$ cat src/hw/rtl/nbh_pkg.sv
// Shared types and constants for the name bucket hash block.
`timescale 1ns / 1ps

package nbh_pkg;

  localparam int unsigned SUM_W       = 16;
  localparam int unsigned BYTE_W      = 8;
  localparam int unsigned CFG_IDX_W   = 2;
  localparam int unsigned CFG_DATA_W  = 16;
  localparam int unsigned QUEUE_DEPTH = 2;

  localparam logic [SUM_W-1:0] TABLE_SIZE_RESET = SUM_W'(1021);

  // Configuration register indexes.
  localparam logic [CFG_IDX_W-1:0] REG_CASE_INSENSITIVE = CFG_IDX_W'(0);
  localparam logic [CFG_IDX_W-1:0] REG_TABLE_SIZE       = CFG_IDX_W'(1);

  // ASCII upper case range and the offset to lower case.
  localparam logic [BYTE_W-1:0] ASCII_UPPER_A = 8'h41;
  localparam logic [BYTE_W-1:0] ASCII_UPPER_Z = 8'h5A;
  localparam logic [BYTE_W-1:0] ASCII_CASE_OFS = 8'h20;

  typedef logic [SUM_W-1:0] sum_t;

  // Queue status seen by the front and back parts.
  typedef struct packed {
    logic full;
    logic empty;
  } q_status_t;

endpackage

$ cat src/hw/rtl/name_bucket_hash_top.sv
// Top level of the name bucket hash: configuration registers and the two parts.
`timescale 1ns / 1ps

//  Channel  Direction  Handshake              Payload
//  in_      input      in_valid / in_stall    in_name_byte[7:0], in_last_byte
//  out_     output     out_valid / out_stall  out_bucket_index[15:0], out_folded_sum[15:0]
//  cfg_     input      cfg_valid / cfg_ready  cfg_index[1:0], cfg_data[15:0]
//
// Name bytes are taken one per cycle while the queue is not full; the front
// folds case and updates the end-around-carry sum in the cycle the item is
// accepted. Each finished name waits in a short queue and then passes through
// the back part: a load, the bit-serial remainder, then presenting the result.
// The back part takes a new sum only after the last result has left; bytes
// stall only when the queue is full.
// Reset is synchronous and active low; it clears the running sum, the queue
// and the back state, and restores the register defaults.
// A stalled result holds in the output register while the front keeps going until the queue is full.

module name_bucket_hash_top #(
  parameter int unsigned QUEUE_DEPTH = nbh_pkg::QUEUE_DEPTH
) (
  input  logic                            clk,
  input  logic                            rst_n,
  input  logic                            in_valid,
  output logic                            in_stall,
  input  logic [nbh_pkg::BYTE_W-1:0]      in_name_byte,
  input  logic                            in_last_byte,
  output logic                            out_valid,
  input  logic                            out_stall,
  output logic [nbh_pkg::SUM_W-1:0]       out_bucket_index,
  output logic [nbh_pkg::SUM_W-1:0]       out_folded_sum,
  input  logic                            cfg_valid,
  output logic                            cfg_ready,
  input  logic [nbh_pkg::CFG_IDX_W-1:0]   cfg_index,
  input  logic [nbh_pkg::CFG_DATA_W-1:0]  cfg_data
);
  import nbh_pkg::*;

  logic      case_insensitive_r;
  sum_t      table_size_r;
  logic      push;
  sum_t      push_sum;
  logic      pop;
  sum_t      pop_sum;
  q_status_t q_status;

  // Registers are always writable; unknown indexes are dropped.
  assign cfg_ready = 1'b1;

  always_ff @(posedge clk) begin
    if (!rst_n) begin
      case_insensitive_r <= 1'b0;
      table_size_r       <= TABLE_SIZE_RESET;
    end else if (cfg_valid && cfg_ready) begin
      case (cfg_index)
        REG_CASE_INSENSITIVE: case_insensitive_r <= cfg_data[0];
        REG_TABLE_SIZE:       table_size_r       <= cfg_data[SUM_W-1:0];
        default: begin
        end
      endcase
    end
  end

  // The front accumulates bytes and pushes the final sum of each name.
  nbh_front u_front (
    .clk              (clk),
    .rst_n            (rst_n),
    .case_insensitive (case_insensitive_r),
    .in_valid         (in_valid),
    .in_name_byte     (in_name_byte),
    .in_last_byte     (in_last_byte),
    .in_stall         (in_stall),
    .q_status         (q_status),
    .push             (push),
    .push_sum         (push_sum)
  );

  nbh_queue #(
    .DEPTH (QUEUE_DEPTH)
  ) u_queue (
    .clk      (clk),
    .rst_n    (rst_n),
    .push     (push),
    .push_sum (push_sum),
    .pop      (pop),
    .pop_sum  (pop_sum),
    .q_status (q_status)
  );

  // The back reduces each sum modulo the table size and holds the result.
  nbh_back u_back (
    .clk              (clk),
    .rst_n            (rst_n),
    .table_size       (table_size_r),
    .q_status         (q_status),
    .pop_sum          (pop_sum),
    .pop              (pop),
    .out_valid        (out_valid),
    .out_stall        (out_stall),
    .out_bucket_index (out_bucket_index),
    .out_folded_sum   (out_folded_sum)
  );

  // A finished name is never pushed into a full queue.
  assert property (@(posedge clk) disable iff (!rst_n) push |-> !q_status.full)
    else $error("name sum pushed into a full queue");

  // The back never takes a sum from an empty queue.
  assert property (@(posedge clk) disable iff (!rst_n) pop |-> !q_status.empty)
    else $error("sum popped from an empty queue");

  // An accepted last byte leaves a sum waiting in the queue.
  assert property (@(posedge clk) disable iff (!rst_n)
    (in_valid && !in_stall && in_last_byte) |=> !q_status.empty)
    else $error("last byte accepted but no sum queued");

endmodule

$ cat src/hw/rtl/nbh_front.sv
// Front part: case folding and the end-around-carry accumulator over name bytes.
`timescale 1ns / 1ps

module nbh_front (
  input  logic                       clk,
  input  logic                       rst_n,
  input  logic                       case_insensitive,
  input  logic                       in_valid,
  input  logic [nbh_pkg::BYTE_W-1:0] in_name_byte,
  input  logic                       in_last_byte,
  output logic                       in_stall,
  input  nbh_pkg::q_status_t         q_status,
  output logic                       push,
  output nbh_pkg::sum_t              push_sum
);
  import nbh_pkg::*;

  sum_t               sum_r;
  sum_t               sum_nxt;
  logic [BYTE_W-1:0]  byte_fold;
  logic [SUM_W+1:0]   raw;
  logic [SUM_W:0]     fold1;
  logic [SUM_W-1:0]   fold2;
  logic               accept;

  // A whole name may stall only at its last byte, but stalling on a full
  // queue for every byte keeps the handshake independent of the payload.
  assign in_stall = q_status.full;
  assign accept   = in_valid && !in_stall;

  always_comb begin
    byte_fold = in_name_byte;
    if (case_insensitive && (in_name_byte >= ASCII_UPPER_A) &&
        (in_name_byte <= ASCII_UPPER_Z)) begin
      byte_fold = in_name_byte + ASCII_CASE_OFS;
    end
  end

  // Doubling plus a byte carries at most two into bit 16; after adding it
  // back a second carry can only leave a value of at most one.
  assign raw   = {1'b0, sum_r, 1'b0} + {{(SUM_W-6){1'b0}}, byte_fold};
  assign fold1 = {1'b0, raw[SUM_W-1:0]} + {{(SUM_W-1){1'b0}}, raw[SUM_W+1:SUM_W]};
  assign fold2 = fold1[SUM_W-1:0] + {{(SUM_W-1){1'b0}}, fold1[SUM_W]};

  assign push     = accept && in_last_byte;
  assign push_sum = fold2;

  always_comb begin
    sum_nxt = sum_r;
    if (accept) begin
      sum_nxt = in_last_byte ? '0 : fold2;
    end
  end

  always_ff @(posedge clk) begin
    if (!rst_n) begin
      sum_r <= '0;
    end else begin
      sum_r <= sum_nxt;
    end
  end

endmodule

$ cat src/hw/rtl/nbh_queue.sv
// Short queue of finished sums between the front and back parts.
`timescale 1ns / 1ps

module nbh_queue #(
  parameter int unsigned DEPTH = nbh_pkg::QUEUE_DEPTH
) (
  input  logic               clk,
  input  logic               rst_n,
  input  logic               push,
  input  nbh_pkg::sum_t      push_sum,
  input  logic               pop,
  output nbh_pkg::sum_t      pop_sum,
  output nbh_pkg::q_status_t q_status
);
  import nbh_pkg::*;

  localparam int unsigned PTR_W = (DEPTH > 1) ? $clog2(DEPTH) : 1;
  localparam int unsigned CNT_W = $clog2(DEPTH + 1);

  sum_t             entry_r [DEPTH];
  logic [PTR_W-1:0] wr_ptr_r;
  logic [PTR_W-1:0] wr_ptr_nxt;
  logic [PTR_W-1:0] rd_ptr_r;
  logic [PTR_W-1:0] rd_ptr_nxt;
  logic [CNT_W-1:0] count_r;
  logic [CNT_W-1:0] count_nxt;

  assign q_status.full  = (count_r == CNT_W'(DEPTH));
  assign q_status.empty = (count_r == '0);
  assign pop_sum        = entry_r[rd_ptr_r];

  always_comb begin
    wr_ptr_nxt = wr_ptr_r;
    rd_ptr_nxt = rd_ptr_r;
    count_nxt  = count_r;
    if (push) begin
      wr_ptr_nxt = (wr_ptr_r == PTR_W'(DEPTH - 1)) ? '0 : wr_ptr_r + 1'b1;
    end
    if (pop) begin
      rd_ptr_nxt = (rd_ptr_r == PTR_W'(DEPTH - 1)) ? '0 : rd_ptr_r + 1'b1;
    end
    if (push && !pop) begin
      count_nxt = count_r + 1'b1;
    end else if (pop && !push) begin
      count_nxt = count_r - 1'b1;
    end
  end

  always_ff @(posedge clk) begin
    if (push) begin
      entry_r[wr_ptr_r] <= push_sum;
    end
  end

  always_ff @(posedge clk) begin
    if (!rst_n) begin
      wr_ptr_r <= '0;
      rd_ptr_r <= '0;
      count_r  <= '0;
    end else begin
      wr_ptr_r <= wr_ptr_nxt;
      rd_ptr_r <= rd_ptr_nxt;
      count_r  <= count_nxt;
    end
  end

endmodule

$ cat src/hw/rtl/nbh_back.sv
// Back part: bit-serial modulo by the table size and the result register.
`timescale 1ns / 1ps

module nbh_back (
  input  logic                    clk,
  input  logic                    rst_n,
  input  nbh_pkg::sum_t           table_size,
  input  nbh_pkg::q_status_t      q_status,
  input  nbh_pkg::sum_t           pop_sum,
  output logic                    pop,
  output logic                    out_valid,
  input  logic                    out_stall,
  output logic [nbh_pkg::SUM_W-1:0] out_bucket_index,
  output logic [nbh_pkg::SUM_W-1:0] out_folded_sum
);
  import nbh_pkg::*;

  localparam int unsigned STEP_W = $clog2(SUM_W);

  typedef enum logic [1:0] {
    ST_IDLE,
    ST_DIV,
    ST_DONE
  } state_t;

  state_t            state_r;
  sum_t              dvd_r;
  sum_t              divisor_r;
  sum_t              rem_r;
  sum_t              sum_r;
  logic [STEP_W-1:0] step_r;
  logic [SUM_W:0]    rem_sh;
  logic [SUM_W:0]    rem_sub;

  // One restoring step: shift in the next dividend bit, subtract if it fits.
  assign rem_sh  = {rem_r, dvd_r[SUM_W-1]};
  assign rem_sub = rem_sh - {1'b0, divisor_r};

  assign pop       = (state_r == ST_IDLE) && !q_status.empty;
  assign out_valid = (state_r == ST_DONE);
  assign out_folded_sum = sum_r;
  // A zero table size passes the sum through.
  assign out_bucket_index = (divisor_r == '0) ? sum_r : rem_r;

  always_ff @(posedge clk) begin
    if (!rst_n) begin
      state_r <= ST_IDLE;
      step_r  <= '0;
    end else begin
      case (state_r)
        ST_IDLE: begin
          if (pop) begin
            state_r <= ST_DIV;
            step_r  <= STEP_W'(SUM_W - 1);
          end
        end
        ST_DIV: begin
          step_r <= step_r - 1'b1;
          if (step_r == '0) begin
            state_r <= ST_DONE;
          end
        end
        ST_DONE: begin
          if (!out_stall) begin
            state_r <= ST_IDLE;
          end
        end
        default: begin
          state_r <= ST_IDLE;
        end
      endcase
    end
  end

  always_ff @(posedge clk) begin
    if (pop) begin
      dvd_r     <= pop_sum;
      sum_r     <= pop_sum;
      divisor_r <= table_size;
      rem_r     <= '0;
    end else if (state_r == ST_DIV) begin
      dvd_r <= {dvd_r[SUM_W-2:0], 1'b0};
      rem_r <= rem_sub[SUM_W] ? rem_sh[SUM_W-1:0] : rem_sub[SUM_W-1:0];
    end
  end

endmodule

$ cat config.mk
export PLATFORM = sky130hd
export DESIGN_NAME = name_bucket_hash_top
export DESIGN_NICKNAME = d
export VERILOG_FILES = /design/src/hw/rtl/nbh_pkg.sv /design/src/hw/rtl/name_bucket_hash_top.sv /design/src/hw/rtl/nbh_front.sv /design/src/hw/rtl/nbh_queue.sv /design/src/hw/rtl/nbh_back.sv
export SDC_FILE = /design/constraint.sdc
export NUM_CORES = 1
export LEC_CHECK = 0
export ABC_AREA = 0
export BUFFER_PORTS_ARGS = -buffer_cell sky130_fd_sc_hd__buf_2
export CAP_MARGIN = 40
export CORE_UTILIZATION = 40
export CTS_CLUSTER_SIZE = 16
export DETAILED_ROUTE_END_ITERATION = 8
export GPL_ROUTABILITY_DRIVEN = 1
export GPL_TIMING_DRIVEN = 0
export HOLD_SLACK_MARGIN = 0.02
export SLEW_MARGIN = 20
export SYNTH_ARGS = -nofsm -noshare
export SYNTH_HDL_FRONTEND = slang
export SYNTH_SLANG_ARGS = --single-unit
export TNS_END_PERCENT = 50
$ cat constraint.sdc
create_clock -name clk -period 8.3 [get_ports clk]
set_clock_uncertainty 0.05 [all_clocks]
set_input_delay 1.245 -clock clk [delete_from_list [all_inputs] [get_ports clk]]
set_output_delay 1.245 -clock clk [all_outputs]
set_load 0.005 [all_outputs]
==> reports/results.md <==
• **Post-CTS Resized** 0
• **kind of capture point of the worst setup path** flop
• **maximum vdd ir drop** 237 µV
• **post-synthesis cell area** 7360 µm²
• **library cell contributing the largest single delay on the critical path** sky130_fd_sc_hd__or4_1
• **number of vias per cell** 5.13
• **total of warnings raised by yosys** 0
• **routed len/inst** 15.4 µm
• **deepest level of the CTS H-tree** 4
• **initial core utilization** 0.409
• **weighted congestion at the end of routability-driven global placement** 0.859
• **floorplan die area** 18900 µm²
• **maximum clock frequency** 130 MHz
• **Hold Crit Class** flop to flop
• **critical path data arrival time** 7.81 ns
• **Post-Route WL** 16.2 mm
• **worst stage delay on the critical path** 0.50 ns
• **number of vias after detailed routing** 5404
• **post-layout instance count excluding filler cells** 1053
• **static power due to leakage** 3.45 nW
• **Die X** 138 µm
• **number of routed nets with antenna violations** 0
• **Global Route met1 Usage** 0.245
• **final count of negative-setup-slack endpoints** 0
• **routing usage on met2** 0.301
• **sequential-to-total area share from yosys stat** 0.490
• **share of the synthesized area in compound gates (AO/OA/AOI/OAI)** 0.122
• **Post-layout nets** 877
• **top library cells by usage in the layout, fill and taps aside** sky130_fd_sc_hd__nand2_1, sky130_fd_sc_hd__edfxtp_1, sky130_fd_sc_hd__buf_2
• **combinational family with the most area after synthesis** simple AND/OR/NAND/NOR gates
• **most common cell after layout, fill and taps aside** sky130_fd_sc_hd__nand2_1
• **Post-CTS Hold Fix Bufs** 0
• **number of library cell types mapped by synthesis** 69
• **Detailed Routing Iterations Pass 1** 4
• **Final Cycle Share** 0.928
• **core outline area** 18000 µm²
• **final critical delay including setup and external delays** 7.70 ns
• **Final Hold Fails** 0
• **number of design-rule violations left by the first detailed-router iteration** 281
• **length in cells of the worst reg-to-reg path** 31
• **clock sink count** 140
• **met3 demand-to-capacity share in global routing** 0.0364
• **Synth-to-Final Area Change** 16.8%
• **flip-flop cell with the highest count after synthesis** sky130_fd_sc_hd__edfxtp_1
• **Core Rows** 49
• **flip-flop and latch count after synthesis** 140
• **Setup Total Neg Slack** 0 ns
• **Pwr Density** 321 nW/µm²
• **quantity of I/O buffers inserted on ports** 65
• **CP Class** input port to flop
• **number of nets produced by synthesis** 789
• **adder-cell area share of the yosys netlist** 0.0609
• **initial antenna violation count** 0
• **register-to-register setup slack** 1.31 ns
• **I/O pin cnt** 67
• **reg-to-reg critical path startpoint** case_insensitive_r
• **tightest slew margin relative to the limit** 0.446
• **critical path fanouts, max** 9
• **status** finished clean
• **crit start category** input port
• **post-synthesis xor/xnor area fraction** 0.0595
• **final max-slew violation count** 0
• **die height** 138 µm
• **Hold Crit Endpoint** u_back.divisor_r[9]
• **CTS Buf Count** 17
• **via count of the first global-routing pass** 5177
• **count of inserted antenna diode cells** 0
• **remaining global-route overflow** 0
• **hold-critical path depth** 0
• **fraction of registers with async set/reset** 0
• **HPWL Detailed** 12.3 mm
• **simple-gate share of the synthesized area** 0.164
• **global-route usage over all layers** 0.184
• **CTS tree** yes
• **most used routing layer** met2
• **Crit. Startpoint** in_name_byte[1]
• **share of layout cells above drive strength 1** 0.186
• **portion of netlist area occupied by mux cells** 0.0709
• **start point of the worst min-delay path** table_size_r[9]
• **measured slew at the worst slew-check pin** 0.825 ns
• **number of flops mapped to enable cells by yosys** 80
• **maximum root-to-sink buffer count** 2
• **# Post-CTS Setup Buffers** 0
• **worst endpoint required time** 8.41 ns
• **number of violations of the max-capacitance limit** 0
• **DRC violation count after routing** 0
• **Clock Latency Late Sink** 0.42 ns
• **number of placed instances, taps included** 1019
• **syn avg cell area** 10.2 µm²
• **first-pass GRT wire length** 26.3 mm
• **RR Endpoint** u_queue.entry_r[0][15]
• **clock transition at the register clock pins on the worst setup and hold paths after CTS** 0.06 ns
• **synthesized instance count** 723
• **layout filler cell count** 1682
• **maximum number of pins on one net before global-route repair** 30
• **RSZ-0062 raised after global routing** false
• **clock root buffer** sky130_fd_sc_hd__clkbuf_16
==> cells in the mapped netlist, types with 7 or more instances <==
master	n	area [µm²]
sky130_fd_sc_hd__dfxtp_1	60	1200
sky130_fd_sc_hd__nand3_1	25	125
sky130_fd_sc_hd__o21ai_0	25	125
sky130_fd_sc_hd__edfxtp_1	80	2400
sky130_fd_sc_hd__xnor2_1	33	289
sky130_fd_sc_hd__a21o_1	9	67.6
sky130_fd_sc_hd__nand2_1	110	413
sky130_fd_sc_hd__mux2i_1	15	150
sky130_fd_sc_hd__a21oi_1	22	110
sky130_fd_sc_hd__nor3_1	14	70.1
sky130_fd_sc_hd__nand2b_1	7	43.8
sky130_fd_sc_hd__xor2_1	17	149
sky130_fd_sc_hd__nor2_1	56	210
sky130_fd_sc_hd__a22oi_1	12	90.1
sky130_fd_sc_hd__ha_1	31	388
sky130_fd_sc_hd__mux2_2	33	372
sky130_fd_sc_hd__clkbuf_1	20	75.1
sky130_fd_sc_hd__inv_1	35	131
sky130_fd_sc_hd__nor4_1	8	50.1
==> registers in the layout (all words and copies together), names as in the netlist, named ones only <==
register,flops
u_back.out_folded_sum,16
u_back.rem_r,16
u_queue.wr_ptr_r,1
u_queue.count_r,2
u_queue.entry_r,32
u_back.dvd_r,16
u_queue.rd_ptr_r,1
u_front.sum_r,16
u_back.divisor_r,16
u_back.step_r,4
u_back.state_r,2
case_insensitive_r,1
table_size_r,16
==> where the power goes <==
part,internal (mW),switching (mW),leakage [nW]
Sequential,0.974,0.102,1.23
Clock,0.430,0.297,0.281
Combinational,0.383,0.576,1.94
==> critical path: cells and delay by family <==
family | cells | cell delay, ns
AOI/OAI and AO/OA | 8 | 1.46
xor gates and xnor gates | 1 | 0.14
adders and majority gates | 4 | 0.97
buffers and inverters | 4 | 0.64
and+or+nand+nor | 15 | 3.38
==> logic make-up after synthesis <==
family,count (synthesis)
flops,140
xor+xnor,50
mux,48
compound gates,127
buf+inv,62
simple gates,261
fa+ha+maj,34
other cells,1
==> layer usage <==
| layer | up-vias | wire length [µm] | part of all wire |
|---|---|---|---|
| li1 | 2770 | - | - |
| met1 | 2538 | 8060 | 0.50 |
| met2 | 85 | 7520 | 0.46 |
| met3 | 11 | 466 | 0.029 |
| met4 | 0 | 147 | 0.0091 |
| met5 | - | 0 | 0 |
==> per-stage QoR <==
step / util / power (mW) / worst slack [ns] / hold WS, ns / area [µm²]
floorplan: - / 1.73 / 0.970 / 0.358 / 7360
global placement: 0.444 / 2.02 / 0.0685 / 0.365 / 7970
detailed placement: 0.445 / 2.05 / 0.0565 / 0.369 / 8000
CTS: 0.477 / 2.78 / 0.484 / 0.382 / 8560
global route: 0.478 / 2.94 / 0.00449 / 0.389 / 8590
finish: 0.478 / 2.76 / 0.597 / 0.379 / 8590
==> layout make-up <==
cell class,instances,area (µm²),share of cell area
Inverter,35,131,0.0153
Buffer,27,110,0.0128
Multi-Input combinational cell,521,3520,0.410
Clock inverter,13,113,0.0131
Clock buffer,19,454,0.0529
Timing Repair Buffer,69,369,0.0430
Sequential cell,140,3600,0.419
Tap cell,229,287,0.0333
==> worst max path at each step <==
stage	endpoint	cells after the start	slack, ns
after CTS	u_queue.entry_r[0][15]	32	0.48
after global placement	u_queue.entry_r[0][15]	32	0.07
after floorplan	u_queue.entry_r[0][13]	29	0.97
after detailed placement	u_queue.entry_r[0][15]	32	0.06
after global routing	u_queue.entry_r[0][14]	32	0.004
final	u_queue.entry_r[0][15]	32	0.60
Note: power is estimated with default switching activity, not from simulation.
